[src/hw/rtl/wapf_pkg.sv]
// Shared types and constants for the windowed absolute peak finder.
// Used by wapf_ctrl, wapf_dp and the top level; no dependencies.
package wapf_pkg;

    // Default sizes of the history and the sample word
    localparam int DEF_MAX_WINDOW  = 1024;
    localparam int DEF_MAX_BLOCK   = 1024;
    localparam int DEF_SAMPLE_BITS = 24;

    // Configuration register file
    localparam int CFG_W     = 11;
    localparam int CFG_IDX_W = 2;
    localparam logic [CFG_W-1:0] RST_WINDOW_SIZE    = 11'd64;
    localparam logic [CFG_W-1:0] RST_BLOCK_SIZE     = 11'd64;
    localparam logic [CFG_W-1:0] RST_OFFSET_SAMPLES = 11'd0;

    // Width of the reported peak position
    localparam int OUT_IDX_W = 10;

    typedef enum logic [CFG_IDX_W-1:0] {
        REG_WINDOW_SIZE    = 2'd0,
        REG_BLOCK_SIZE     = 2'd1,
        REG_OFFSET_SAMPLES = 2'd2
    } wapf_cfg_reg_t;

    // Item kinds carried on the mode field
    localparam logic MODE_PUSH    = 1'b0;
    localparam logic MODE_ANALYZE = 1'b1;

    typedef enum logic [2:0] {
        ST_IDLE,
        ST_BASE,
        ST_PTR,
        ST_SCAN,
        ST_DRAIN1,
        ST_DRAIN2,
        ST_RESULT
    } wapf_state_t;

    // Controller to datapath commands
    typedef struct packed {
        logic push_write;
        logic calc_base;
        logic calc_ptr;
        logic scan_issue;
        logic load_result;
    } wapf_cmd_t;

    // Datapath to controller status
    typedef struct packed {
        logic issue_last;
        logic out_free;
    } wapf_stat_t;

endpackage

[src/hw/rtl/wapf_ctrl.sv]
// Sequencing state machine of the windowed absolute peak finder.
// Depends on wapf_pkg for the state, command and status types.
module wapf_ctrl import wapf_pkg::*; (
    input  logic       clk,
    input  logic       rst_n,
    input  logic       in_valid,
    input  logic       mode,
    output logic       in_stall,
    input  wapf_stat_t st,
    output wapf_cmd_t  cmd
);

    wapf_state_t state_reg;
    wapf_state_t state_next;

    // Hold the current state
    always_ff @(posedge clk or negedge rst_n)
    begin
        if (!rst_n)
        begin
            state_reg <= ST_IDLE;
        end
        else
        begin
            state_reg <= state_next;
        end
    end

    // Advance through setup, scan, drain and result
    always_comb
    begin
        state_next = state_reg;
        unique case (state_reg)
            ST_IDLE:
            begin
                if (in_valid && mode == MODE_ANALYZE)
                begin
                    state_next = ST_BASE;
                end
            end
            ST_BASE:   state_next = ST_PTR;
            ST_PTR:    state_next = ST_SCAN;
            ST_SCAN:
            begin
                if (st.issue_last)
                begin
                    state_next = ST_DRAIN1;
                end
            end
            ST_DRAIN1: state_next = ST_DRAIN2;
            ST_DRAIN2: state_next = ST_RESULT;
            ST_RESULT:
            begin
                if (st.out_free)
                begin
                    state_next = ST_IDLE;
                end
            end
            default:   state_next = ST_IDLE;
        endcase
    end

    // Drive commands for the current state
    always_comb
    begin
        cmd      = '0;
        in_stall = 1'b1;
        unique case (state_reg)
            ST_IDLE:
            begin
                in_stall       = 1'b0;
                cmd.push_write = in_valid && (mode == MODE_PUSH);
            end
            ST_BASE:   cmd.calc_base  = 1'b1;
            ST_PTR:    cmd.calc_ptr   = 1'b1;
            ST_SCAN:   cmd.scan_issue = 1'b1;
            ST_DRAIN1: cmd = '0;
            ST_DRAIN2: cmd = '0;
            ST_RESULT: cmd.load_result = st.out_free;
            default:   cmd = '0;
        endcase
    end

    // Result loads only into a free output register
    a_load_free: assert property (@(posedge clk) disable iff (!rst_n)
        cmd.load_result |-> st.out_free)
        else $error("result loaded over a waiting result");

    // A scan leaves for the drain only after its last read
    a_scan_exit: assert property (@(posedge clk) disable iff (!rst_n)
        (state_reg == ST_SCAN && !st.issue_last) |=> state_reg == ST_SCAN)
        else $error("scan ended early");

    // Requests are taken only while idle
    a_take_idle: assert property (@(posedge clk) disable iff (!rst_n)
        (state_reg == ST_BASE) |-> $past(state_reg == ST_IDLE))
        else $error("analyze started outside idle");

endmodule

[config.mk]
export PLATFORM = sky130hd
export DESIGN_NAME = wapf_ctrl
export DESIGN_NICKNAME = d
export VERILOG_FILES = /design/src/hw/rtl/wapf_pkg.sv /design/src/hw/rtl/wapf_ctrl.sv
export SDC_FILE = /design/constraint.sdc
export NUM_CORES = 1
export LEC_CHECK = 0
export BUFFER_PORTS_ARGS = -buffer_cell sky130_fd_sc_hd__buf_2
export CAP_MARGIN = 5
export CORE_AREA = 8 8 45 47
export CTS_CLUSTER_SIZE = 40
export DETAILED_ROUTE_END_ITERATION = 12
export DIE_AREA = 0 0 53 55
export PLACE_DENSITY = 0.45
export REMOVE_ABC_BUFFERS = 1
export SETUP_SLACK_MARGIN = 0.3
export SYNTH_ARGS = -nofsm -noshare
export SYNTH_HDL_FRONTEND = slang
export SYNTH_SLANG_ARGS = --single-unit
[constraint.sdc]
create_clock -name clk -period 1 [get_ports clk]
set_input_delay 0.1 -clock clk [delete_from_list [all_inputs] [get_ports clk]]
set_output_delay 0.1 -clock clk [all_outputs]
set_load 0.01 [all_outputs]
==> flow_summary.json <==
{
  "fin_setup_tns_ps": -1640,
  "drt-initial-drc-count": 2,
  "nets": 48,
  "hold_ws_ps": 138,
  "synth_area_leaders": "dfrtp_1 (36%), a22o_1 (8.5%), nor3b_1 (7.3%), nor2b_1 (6.1%), nor3b_2 (6.1%)",
  "hold_path_class": "in2reg",
  "cts_sinks": 3,
  "io_buffers": 11,
  "clk_pin_slew_ps": 30,
  "die_x_microns": 53,
  "drive_gt1_frac": 0.732,
  "n_antenna_cell": 0,
  "required_ps": 900,
  "fin_crit_ps": 1390,
  "route.detailed.wl_per_inst_microns": 12.1,
  "netlist_area_sq_um": 206,
  "critPathArrivalTime_ps": 1290,
  "powerDensity_nw_per_um2": 3400,
  "status": "complete, but fails checks",
  "cts_tree": "done",
  "combinationalPowerShare": 0.699,
  "tightest_slew_ps": 178,
  "synth_commonest_cells": "dfrtp_1 (3), a22o_1 (2), nor2b_1 (2), nor3b_1 (2), o21ai_0 (2)",
  "synth_cell_types": 14,
  "leakage_nw": 0.198,
  "synth_top_area_cell": "dfrtp_1",
  "grt_max_degree": 9,
  "core-area_sq_um": 1380,
  "ios": 12,
  "cts_buffer_depth": 2,
  "initial_core_util": 0.149,
  "first_global_vias": 265,
  "critPathMaxStageDelay_ps": 400,
  "postRouteAntennaNets": 0,
  "netlist_instances": 20,
  "dp_hpwl_microns": 473,
  "critPathCaptureType": "primary output",
  "hold_violations": 0,
  "fin_cells": 57,
  "slowest_stage": "or3_4",
  "max_freq_mhz": 718,
  "sequentialPowerShare": 0.157,
  "clock_latency_ps": 230,
  "vias_per_cell": 4.23,
  "rsz0062_at_grt": "yes",
  "cts_max_level": 1,
  "clock_skew_ps": 4.61,
  "synth-edff-count": 0,
  "finalSetupViolCount": 8,
  "synth.most_common_cell": "dfrtp_1",
  "drv_cap": 0,
  "drc": 0,
  "synth-seq-cells": 3,
  "grt_pass1_wl_microns": 1190,
  "wl_microns": 689,
  "largest_reg_flops": 3,
  "synth_ff_type": "dfrtp_1",
  "cts-root-buf": "clkbuf_4",
  "die_h_microns": 55,
  "fin_ws_ps": -393,
  "critical_path.cell_chain": "or3_4 -> nor3b_2 -> buf_2",
  "path_class": "reg2out",
  "dieArea_sq_um": 2920,
  "grt_antenna_before_repair": 0,
  "yosysSeqAreaShare": 0.364,
  "cp_max_fo": 2,
  "ys_warn_count": 0,
  "grt_usage": 0.0595,
  "violations": "negative setup slack",
  "clkPwrFrac": 0.145,
  "synth_top_area_frac": 0.364,
  "timing.final.crit_share": 1.39,
  "startpoint_type": "register",
  "placementRows": 14,
  "place_ws_ps": -163,
  "cts_inserted_buffers": 3,
  "switching_share": 0.358,
  "num_vias": 241,
  "gp_congestion": 0.694,
  "syn_avg_cell_area_sq_um": 10.3,
  "place_inst": 48,
  "drt_first_pass_iters": 2,
  "peakVddDrop_mv": 1.47,
  "final_util": 0.307,
  "async_reset_ff_frac": 1.00,
  "slew_viol_final": 0,
  "intPower_uw": 928,
  "relSlewSlack": 0.881,
  "gr-total-overflow": 0,
  "power_switching_uw": 516,
  "synthToLayoutAreaGrowth_pct": 105
}
power groups by stage:
stage | clock, mW | sequential [mW] | combinational [mW]
2_1_floorplan | 0 | 0.280 | 0.299
6_report | 0.209 | 0.226 | 1.01
4_1_cts | 0.223 | 0.223 | 0.944
3_5_place_dp | 0 | 0.218 | 0.636
3_3_place_gp | 0 | 0.217 | 0.633
5_1_grt | 0.245 | 0.234 | 1.09
layout by cell type, fill, tap and decap left out, types with 2 or more instances in the layout:
| cell | synthesis | final |
|---|---|---|
| a22o_1 | 2 | 2 |
| dfrtp_1 | 3 | 3 |
| o21ai_0 | 2 | 2 |
| buf_4 | 0 | 3 |
| nor2b_4 | 0 | 2 |
| nor3b_2 | 1 | 3 |
| buf_2 | 1 | 8 |
| buf_6 | 1 | 7 |
| clkbuf_4 | 0 | 3 |
cell type report:
type / count / area (sq um)
fillers: 148 / 960
repair buffers: 19 / 151
well taps: 16 / 20.0
clock buffers: 4 / 26.3
flip-flops and latches: 3 / 75.1
multi-input cells: 15 / 151
per-layer routing:
metal	part of all wire	GRT usage
met4	0.0058	0.0129
met3	0.18	0.0722
met1	0.47	0.0683
met5	0	0
met2	0.33	0.0664
cell families after synthesis:
group / synth area share
flops: 0.364
simple gates: 0.345
compound gates: 0.212
buf+inv: 0.0788
path summary, 6_finish.rpt:
| check | start | end | slack [ps] | cells after the start |
|---|---|---|---|---|
| min in group asynchronous | rst_n | state_reg[1] | 190 | 2 |
| max in group asynchronous | rst_n | state_reg[0] | 700 | 2 |
| max | state_reg[0] | cmd[4] | -390 | 3 |
| min | st[1] | state_reg[2] | 140 | 2 |
| max reg2reg | state_reg[0] | state_reg[2] | -100 | 3 |
| min reg2reg | state_reg[0] | state_reg[0] | 610 | 2 |
through the flow:
| step | instance area, sq um | power [mW] |
|---|---|---|
| after CTS | 399 | 1.39 |
| final | 424 | 1.44 |
| after floorplan | 190 | 0.579 |
| after detailed placement | 288 | 0.853 |
| after global routing | 424 | 1.57 |
| after global placement | 288 | 0.851 |
timing repair:
item,CTS,global route
buffers inserted,3,1
pin swaps,4,1
endpoints found under the setup margin,9,9
gates resized for setup,11,3
hold buffers,1,0
hold endpoints to repair,3,0
worst max-delay path: cells and delay by family (launching register included):
| kind | cells | cell delay [ps] |
|---|---|---|
| AND/OR/NAND/NOR | 2 | 550 |
| buffers and inverters | 1 | 150 |
| flip-flops | 1 | 360 |
Note: power is estimated with default switching activity, not from simulation.
